--- src/rtl/cobs_stream_deframer_defines.svh ---
// Assertion macros shared by the COBS stream deframer RTL.
// Stand-alone header; the top level includes it by file name.
`ifndef COBS_STREAM_DEFRAMER_DEFINES_SVH
`define COBS_STREAM_DEFRAMER_DEFINES_SVH

// Checks that the antecedent implies the consequent in the same cycle, outside reset.
`define CSD_ASSERT_SAME(label, clk, rst, ante, cons) \
   label: assert property (@(posedge clk) disable iff (rst) (ante) |-> (cons)) \
      else $error("cobs_stream_deframer: same-cycle check failed");

// Checks that the antecedent implies the consequent in the next cycle, reset included.
`define CSD_ASSERT_NEXT(label, clk, ante, cons) \
   label: assert property (@(posedge clk) (ante) |=> (cons)) \
      else $error("cobs_stream_deframer: next-cycle check failed");

`endif

--- src/rtl/csd_pkg.sv ---
// Types and constants of the COBS stream deframer.
// Used by the top level, the decode and the result register; depends on nothing.
package csd_pkg;

   localparam int unsigned CNT_W = 13;
   localparam logic [CNT_W-1:0] CNT_MAX = 13'd8191;
   localparam logic [7:0] CODE_FULL = 8'hFF;

   typedef enum logic [1:0] {
      STATUS_GOOD      = 2'd0,
      STATUS_MALFORMED = 2'd1,
      STATUS_EMPTY     = 2'd2,
      STATUS_TOO_LONG  = 2'd3
   } frame_status_type;

   typedef struct packed {
      logic [7:0]       out_byte;
      logic             is_end;
      frame_status_type frame_status;
   } result_type;

   typedef struct packed {
      logic             hunting;
      logic             first_code;
      logic [7:0]       bytes_left;
      logic             last_code_full;
      logic [CNT_W-1:0] raw_count;
      logic [CNT_W-1:0] decoded_count;
   } state_type;

endpackage

--- src/rtl/cobs_stream_deframer.sv ---
// COBS stream deframer: takes one link byte per request and returns decoded payload bytes
// and one end record with status per frame. It sustains one request per clock cycle while
// the response channel is not stalled; a byte passes an input register and then a result
// register before its result is offered. The per-byte decode is a combinational update
// of the frame state between those two registers, and that update sets the rate. The
// length limit is written through the csr port, which is always ready.
module cobs_stream_deframer #(
   parameter int unsigned MAX_LEN = 4096
) (
   input  logic        clock,
   input  logic        reset,
   input  logic        req_valid,
   output logic        req_ready,
   input  logic [7:0]  req_rx_byte,
   output logic        rsp_valid,
   input  logic        rsp_ready,
   output logic [7:0]  rsp_out_byte,
   output logic        rsp_is_end,
   output logic [1:0]  rsp_frame_status,
   input  logic        csr_valid,
   output logic        csr_ready,
   input  logic [12:0] csr_max_frame_len
);

   `include "cobs_stream_deframer_defines.svh"

   localparam logic [12:0] LIMIT_RESET =
      (MAX_LEN > 8191) ? csd_pkg::CNT_MAX : 13'(MAX_LEN);

   logic                in_valid;
   logic [7:0]          in_byte;
   logic                out_ready;
   logic                advance;
   logic                has_result;
   csd_pkg::result_type result;
   csd_pkg::result_type rsp_result;
   csd_pkg::state_type  state;

   assign csr_ready = 1'b1;
   assign advance   = in_valid && out_ready;

   csd_in_stage u_in_stage (
      .clock       (clock),
      .reset       (reset),
      .req_valid   (req_valid),
      .req_ready   (req_ready),
      .req_rx_byte (req_rx_byte),
      .advance     (advance),
      .in_valid    (in_valid),
      .in_byte     (in_byte)
   );

   csd_decode #(
      .LIMIT_RESET (LIMIT_RESET)
   ) u_decode (
      .clock             (clock),
      .reset             (reset),
      .csr_write         (csr_valid && csr_ready),
      .csr_max_frame_len (csr_max_frame_len),
      .advance           (advance),
      .in_byte           (in_byte),
      .has_result        (has_result),
      .result            (result),
      .state             (state)
   );

   csd_out_reg u_out_reg (
      .clock      (clock),
      .reset      (reset),
      .load       (advance && has_result),
      .result     (result),
      .out_ready  (out_ready),
      .rsp_valid  (rsp_valid),
      .rsp_ready  (rsp_ready),
      .rsp_result (rsp_result)
   );

   assign rsp_out_byte     = rsp_result.out_byte;
   assign rsp_is_end       = rsp_result.is_end;
   assign rsp_frame_status = rsp_result.frame_status;

   // A full input register facing a stalled result register must refuse new requests.
   `CSD_ASSERT_SAME(a_stall_blocks_req, clock, reset, in_valid && rsp_valid && !rsp_ready, !req_ready)
   // While hunting for a delimiter, no decoded byte or end record is produced.
   `CSD_ASSERT_SAME(a_hunt_is_silent, clock, reset, advance && state.hunting, !has_result)
   // Leaving reset, the result channel is empty and the input side is open.
   `CSD_ASSERT_NEXT(a_reset_empty, clock, reset, !rsp_valid && req_ready)

endmodule

--- src/rtl/csd_in_stage.sv ---
// Input register of the COBS stream deframer: holds one received byte.
// Depends on nothing but the handshake from the top level.
module csd_in_stage (
   input  logic       clock,
   input  logic       reset,
   input  logic       req_valid,
   output logic       req_ready,
   input  logic [7:0] req_rx_byte,
   input  logic       advance,
   output logic       in_valid,
   output logic [7:0] in_byte
);

   logic       valid_ff, valid_in;
   logic [7:0] byte_ff;
   logic       take;

   assign req_ready = !valid_ff || advance;
   assign take      = req_valid && req_ready;

   always_comb begin
      valid_in = valid_ff;
      if (take) begin
         valid_in = 1'b1;
      end else if (advance) begin
         valid_in = 1'b0;
      end
   end

   always_ff @(posedge clock) begin
      if (reset) begin
         valid_ff <= 1'b0;
      end else begin
         valid_ff <= valid_in;
      end
   end

   always_ff @(posedge clock) begin
      if (take) begin
         byte_ff <= req_rx_byte;
      end
   end

   assign in_valid = valid_ff;
   assign in_byte  = byte_ff;

endmodule

--- src/rtl/csd_decode.sv ---
// Per-byte COBS decode: frame state, length limit register and result logic.
// Depends on csd_pkg for the state, result and status types.
module csd_decode #(
   parameter logic [12:0] LIMIT_RESET = 13'd4096
) (
   input  logic                  clock,
   input  logic                  reset,
   input  logic                  csr_write,
   input  logic [12:0]           csr_max_frame_len,
   input  logic                  advance,
   input  logic [7:0]            in_byte,
   output logic                  has_result,
   output csd_pkg::result_type   result,
   output csd_pkg::state_type    state
);

   csd_pkg::state_type state_ff, state_in;
   logic [12:0]        limit_ff;
   logic               zero_byte;
   logic               emit_zero;

   assign zero_byte = (in_byte == 8'd0);

   always_comb begin
      state_in   = state_ff;
      has_result = 1'b0;
      result     = '{out_byte: 8'd0, is_end: 1'b0,
                     frame_status: csd_pkg::STATUS_GOOD};
      emit_zero  = !state_ff.first_code && !state_ff.last_code_full;

      if (state_ff.hunting) begin
         if (zero_byte) begin
            state_in         = '0;
            state_in.first_code = 1'b1;
         end
      end else if (zero_byte) begin
         // A zero right after the delimiter is a leading zero and is skipped.
         if (state_ff.raw_count != '0) begin
            has_result    = 1'b1;
            result.is_end = 1'b1;
            if (state_ff.raw_count >= csd_pkg::CNT_MAX || state_ff.raw_count > limit_ff) begin
               result.frame_status = csd_pkg::STATUS_TOO_LONG;
            end else if (state_ff.bytes_left != 8'd0) begin
               result.frame_status = csd_pkg::STATUS_MALFORMED;
            end else if (state_ff.decoded_count == '0) begin
               result.frame_status = csd_pkg::STATUS_EMPTY;
            end else begin
               result.frame_status = csd_pkg::STATUS_GOOD;
            end
            state_in            = '0;
            state_in.hunting    = 1'b1;
            state_in.first_code = 1'b1;
         end
      end else begin
         if (state_ff.raw_count < csd_pkg::CNT_MAX) begin
            state_in.raw_count = state_ff.raw_count + 13'd1;
         end
         if (state_ff.bytes_left == 8'd0) begin
            // A code byte: the block before it ends with an implied zero
            // unless it was a full block.
            state_in.first_code     = 1'b0;
            state_in.last_code_full = (in_byte == csd_pkg::CODE_FULL);
            state_in.bytes_left     = in_byte - 8'd1;
            if (emit_zero) begin
               has_result = 1'b1;
               if (state_ff.decoded_count < csd_pkg::CNT_MAX) begin
                  state_in.decoded_count = state_ff.decoded_count + 13'd1;
               end
            end
         end else begin
            state_in.bytes_left = state_ff.bytes_left - 8'd1;
            has_result          = 1'b1;
            result.out_byte     = in_byte;
            if (state_ff.decoded_count < csd_pkg::CNT_MAX) begin
               state_in.decoded_count = state_ff.decoded_count + 13'd1;
            end
         end
      end
   end

   always_ff @(posedge clock) begin
      if (reset) begin
         state_ff <= '{hunting: 1'b1, first_code: 1'b1, bytes_left: 8'd0,
                       last_code_full: 1'b0, raw_count: '0, decoded_count: '0};
      end else if (advance) begin
         state_ff <= state_in;
      end
   end

   always_ff @(posedge clock) begin
      if (reset) begin
         limit_ff <= LIMIT_RESET;
      end else if (csr_write) begin
         limit_ff <= csr_max_frame_len;
      end
   end

   assign state = state_ff;

endmodule

--- src/rtl/csd_out_reg.sv ---
// Result register of the COBS stream deframer, drives the response channel.
// Depends on csd_pkg for the result type.
module csd_out_reg (
   input  logic                clock,
   input  logic                reset,
   input  logic                load,
   input  csd_pkg::result_type result,
   output logic                out_ready,
   output logic                rsp_valid,
   input  logic                rsp_ready,
   output csd_pkg::result_type rsp_result
);

   logic                valid_ff, valid_in;
   csd_pkg::result_type result_ff;

   assign out_ready = !valid_ff || rsp_ready;

   always_comb begin
      valid_in = valid_ff;
      if (load) begin
         valid_in = 1'b1;
      end else if (rsp_ready) begin
         valid_in = 1'b0;
      end
   end

   always_ff @(posedge clock) begin
      if (reset) begin
         valid_ff <= 1'b0;
      end else begin
         valid_ff <= valid_in;
      end
   end

   always_ff @(posedge clock) begin
      if (load) begin
         result_ff <= result;
      end
   end

   assign rsp_valid  = valid_ff;
   assign rsp_result = result_ff;

endmodule
--- config.mk ---
export PLATFORM = sky130hd
export DESIGN_NAME = cobs_stream_deframer
export DESIGN_NICKNAME = d
export VERILOG_FILES = /design/src/rtl/csd_pkg.sv /design/src/rtl/cobs_stream_deframer.sv /design/src/rtl/csd_in_stage.sv /design/src/rtl/csd_decode.sv /design/src/rtl/csd_out_reg.sv
export VERILOG_INCLUDE_DIRS = /design/src /design/src/rtl
export SDC_FILE = /design/constraint.sdc
export NUM_CORES = 1
export LEC_CHECK = 0
export BUFFER_PORTS_ARGS = -buffer_cell sky130_fd_sc_hd__buf_2
export CORE_MARGIN = 2
export CORE_UTILIZATION = 40
export CTS_BUF_LIST = sky130_fd_sc_hd__clkbuf_8
export DETAILED_ROUTE_END_ITERATION = 10
export SYNTH_ARGS = -nofsm -noshare
export SYNTH_HDL_FRONTEND = slang
export SYNTH_HIERARCHICAL = 1
export SYNTH_SLANG_ARGS = --single-unit
--- constraint.sdc ---
create_clock -name clock -period 3 [get_ports clock]
set_input_delay 0.45 -clock clock [delete_from_list [all_inputs] [get_ports clock]]
set_output_delay 0.45 -clock clock [all_outputs]
set_load 0.005 [all_outputs]
==> metrics.cfg <==
[flow_run]
drv_cap=0

[setup_path]
rr_startpoint=u_in_stage/in_byte[4]
worst-setup-path-type=reg -> reg
cpMaxStageDelayCell=nor4_1
endpoint_kind=register
r2r_end=u_decode/state[1]
path_cells=nor4_1 > a21oi_1 > a211o_1 > buf_4 > or4_1 > a21oi_1
cp_common_cell=a21oi_1
cp_slowest_stage_delay_ps=620
crit_required_ps=3270
critPathMaxFanout=12
reg2regPathDepth=6
start_kind=register
cp_top_family=simple AND/OR/NAND/NOR gates
critical_path_arrival_ps=2950
critPathBufInv=1
r2r_slack_ps=320

[synthesis]
synthArstFlopShare=0
synth.distinct_cells=54
syn_nets=483
synthCells=439
syn_area_per_cell_um2=8.96
synth_top_flop_cell=dfxtp_1
yosys_warnings=6
synth_edf_count=19
syn_area_um2=3930
ys_seq_elements=71
ys_seq_area_frac=0.410

[sta]
rsz0062_at_grt=no
clock_skew_ps=8.60
setup_tns_ps=0
finalWorstSetupSlack_ps=318
report.final.slew_viol_count=0
setup_viol=0
post-route-period-util=0.894
worst_slew_pin_slew_ps=856
relSlewSlack=0.430
hold_viol_final=0
fmax_ghz=0.373
period_needed_ps=2680
whs_ps=280

[placement]
dpl_worst_slack_ps=371
io_buffers=38
dp_hpwl_um=6620
place_congestion=0.854
placedCellCount=598

[drt]
viasPerCell=5.58
drc=0
firstDrtPassIters=5
wirelength_um=9230
ant_nets=0
drt_iter0_markers=221
vias=3425
routedWlPerCell_um=15.0

[power_and_ir_drop]
power_density_nw_per_um2=410
peakVddDrop_v=0.000211
p_leak_uw=0.00157

[floorplan]
rows=36
ios=40
die_w_um=103
die_h_um=103
coreArea_um2=9640
start_util=0.408
dieArea_um2=10600

[clock_tree]
cts.path.max_buffers=2
clk_latency_ps=340
cts_tree=built
cts_hold_buf=0
path_clk_slew_ps=80
cts.repair.resized=0
cts_setup_buffers=0
cts_max_level=3
cts_root_buf=clkbuf_8
cts-buffers-inserted=9
clock-sinks=71

[worst_hold_path]
hold_path_depth=1
hold_end=u_in_stage/in_byte[5]
hp-class=in -> reg
hold_start=req_rx_byte[5]

[global_route]
antenna_found_initial=0
grt_pass1_wl_um=15500
grt_pass1_vias=3263
grt_max_degree=39
grt_usage=0.184
grt_overflow=0

[outcome]
status=finished clean

[cells_and_area]
nFillCells=979
fin_cells=614
syn2layout_area_growth_pct=12.6
antenna_cells=0
drive_above_1_share=0.156
fin_nets=520

final cells by class:
cell class              instances  area [um^2]  share of cell area
clock buffers                   9          124              0.0280
clock inverters                 7         46.3              0.0105
inverters                      31          116              0.0263
multi-input cells             314         2090               0.472
flip-flops and latches         71         1610               0.364
well taps                     133          166              0.0376
repair buffers                 49          273              0.0616
cells in the mapped netlist, types with 9 or more instances:
master | count | area share
nand2_1 | 28 | 0.027
or4_1 | 16 | 0.031
nor2_1 | 32 | 0.031
nand3_1 | 17 | 0.022
clkbuf_1 | 13 | 0.012
mux2i_1 | 17 | 0.043
inv_1 | 31 | 0.030
o21ai_0 | 13 | 0.017
ha_1 | 18 | 0.057
or3_1 | 13 | 0.021
nor4_1 | 14 | 0.022
nand4_1 | 14 | 0.022
o31ai_1 | 9 | 0.017
and2_1 | 12 | 0.019
a21oi_1 | 29 | 0.037
edfxtp_1 | 19 | 0.15
dfxtp_1 | 52 | 0.26
placed cells by master, fill, tap and decap left out, types with 8 or more instances in the layout:
| master | count |
|---|---|
| o32ai_1 | 8 |
| ha_1 | 18 |
| buf_2 | 38 |
| edfxtp_1 | 19 |
| o211ai_1 | 8 |
| nand3_1 | 17 |
| o31ai_1 | 9 |
| clkbuf_8 | 9 |
| mux2i_1 | 17 |
| nor4_1 | 14 |
| or3_1 | 13 |
| nor2_1 | 32 |
| nor3_1 | 8 |
| or4_1 | 16 |
| o21ai_0 | 13 |
| inv_1 | 31 |
| a21oi_1 | 29 |
| nand2_1 | 28 |
| and2_1 | 12 |
| dfxtp_1 | 52 |
| nand4_1 | 14 |
| buf_4 | 11 |
registers in the layout (all words and copies together), names as in the netlist:
signal and count:
u_out_reg/rsp_valid 1, u_in_stage/in_byte 8, u_decode/state 37, u_in_stage/in_valid 1, u_out_reg/rsp_result 11, u_decode/limit_ff 13
kinds of logic after synthesis:
kind of cell    synth area share
mux                       0.0433
other cells             0.000954
compound gates             0.169
flops                      0.410
buf+inv                   0.0582
fa+ha+maj                 0.0573
simple gates               0.261
worst reg2reg max path, stage by stage (launching register included):
cell      delay, ps
edfxtp_1        530
nor4_1          620
a21oi_1         160
a211o_1         430
buf_4           230
or4_1           490
a21oi_1         140
stage by stage:
step / power, uW / util / area, um^2
final: 1820 / 0.459 / 4430
after global routing: 1890 / 0.459 / 4430
after global placement: 1150 / 0.442 / 4260
after CTS: 1840 / 0.459 / 4430
after floorplan: 1110 / - / 3930
after detailed placement: 1150 / 0.442 / 4260
worst max-delay path by stage:
stage	slack, ps	depth (start not counted)	end	startpoint
6_report	320	6	u_decode/state[1]	u_in_stage/in_byte[4]
5_1_grt	120	6	u_decode/state[12]	u_in_stage/in_byte[4]
4_1_cts	340	6	u_decode/state[1]	u_in_stage/in_byte[4]
3_5_place_dp	370	6	u_decode/state[12]	u_in_stage/in_byte[4]
3_3_place_gp	420	6	u_decode/state[1]	u_in_stage/in_byte[4]
2_1_floorplan	450	11	u_decode/state[31]	u_decode/state[31]
metal layers:
metal  vias up  routed length (um)  global-route usage
met5         -                   0                   0
met4         0                 114              0.0506
met3        10                 348              0.0264
met2        80                4210               0.286
met1      1616                4560               0.266
li1       1719                   -                   -
power breakdown:
part	internal [uW]	switching, uW	leakage (uW)
combinational	49.6	62.7	0.000911
clock	302	383	0.0000855
sequential	999	19.0	0.000574
(Power assumes the default switching activity.)
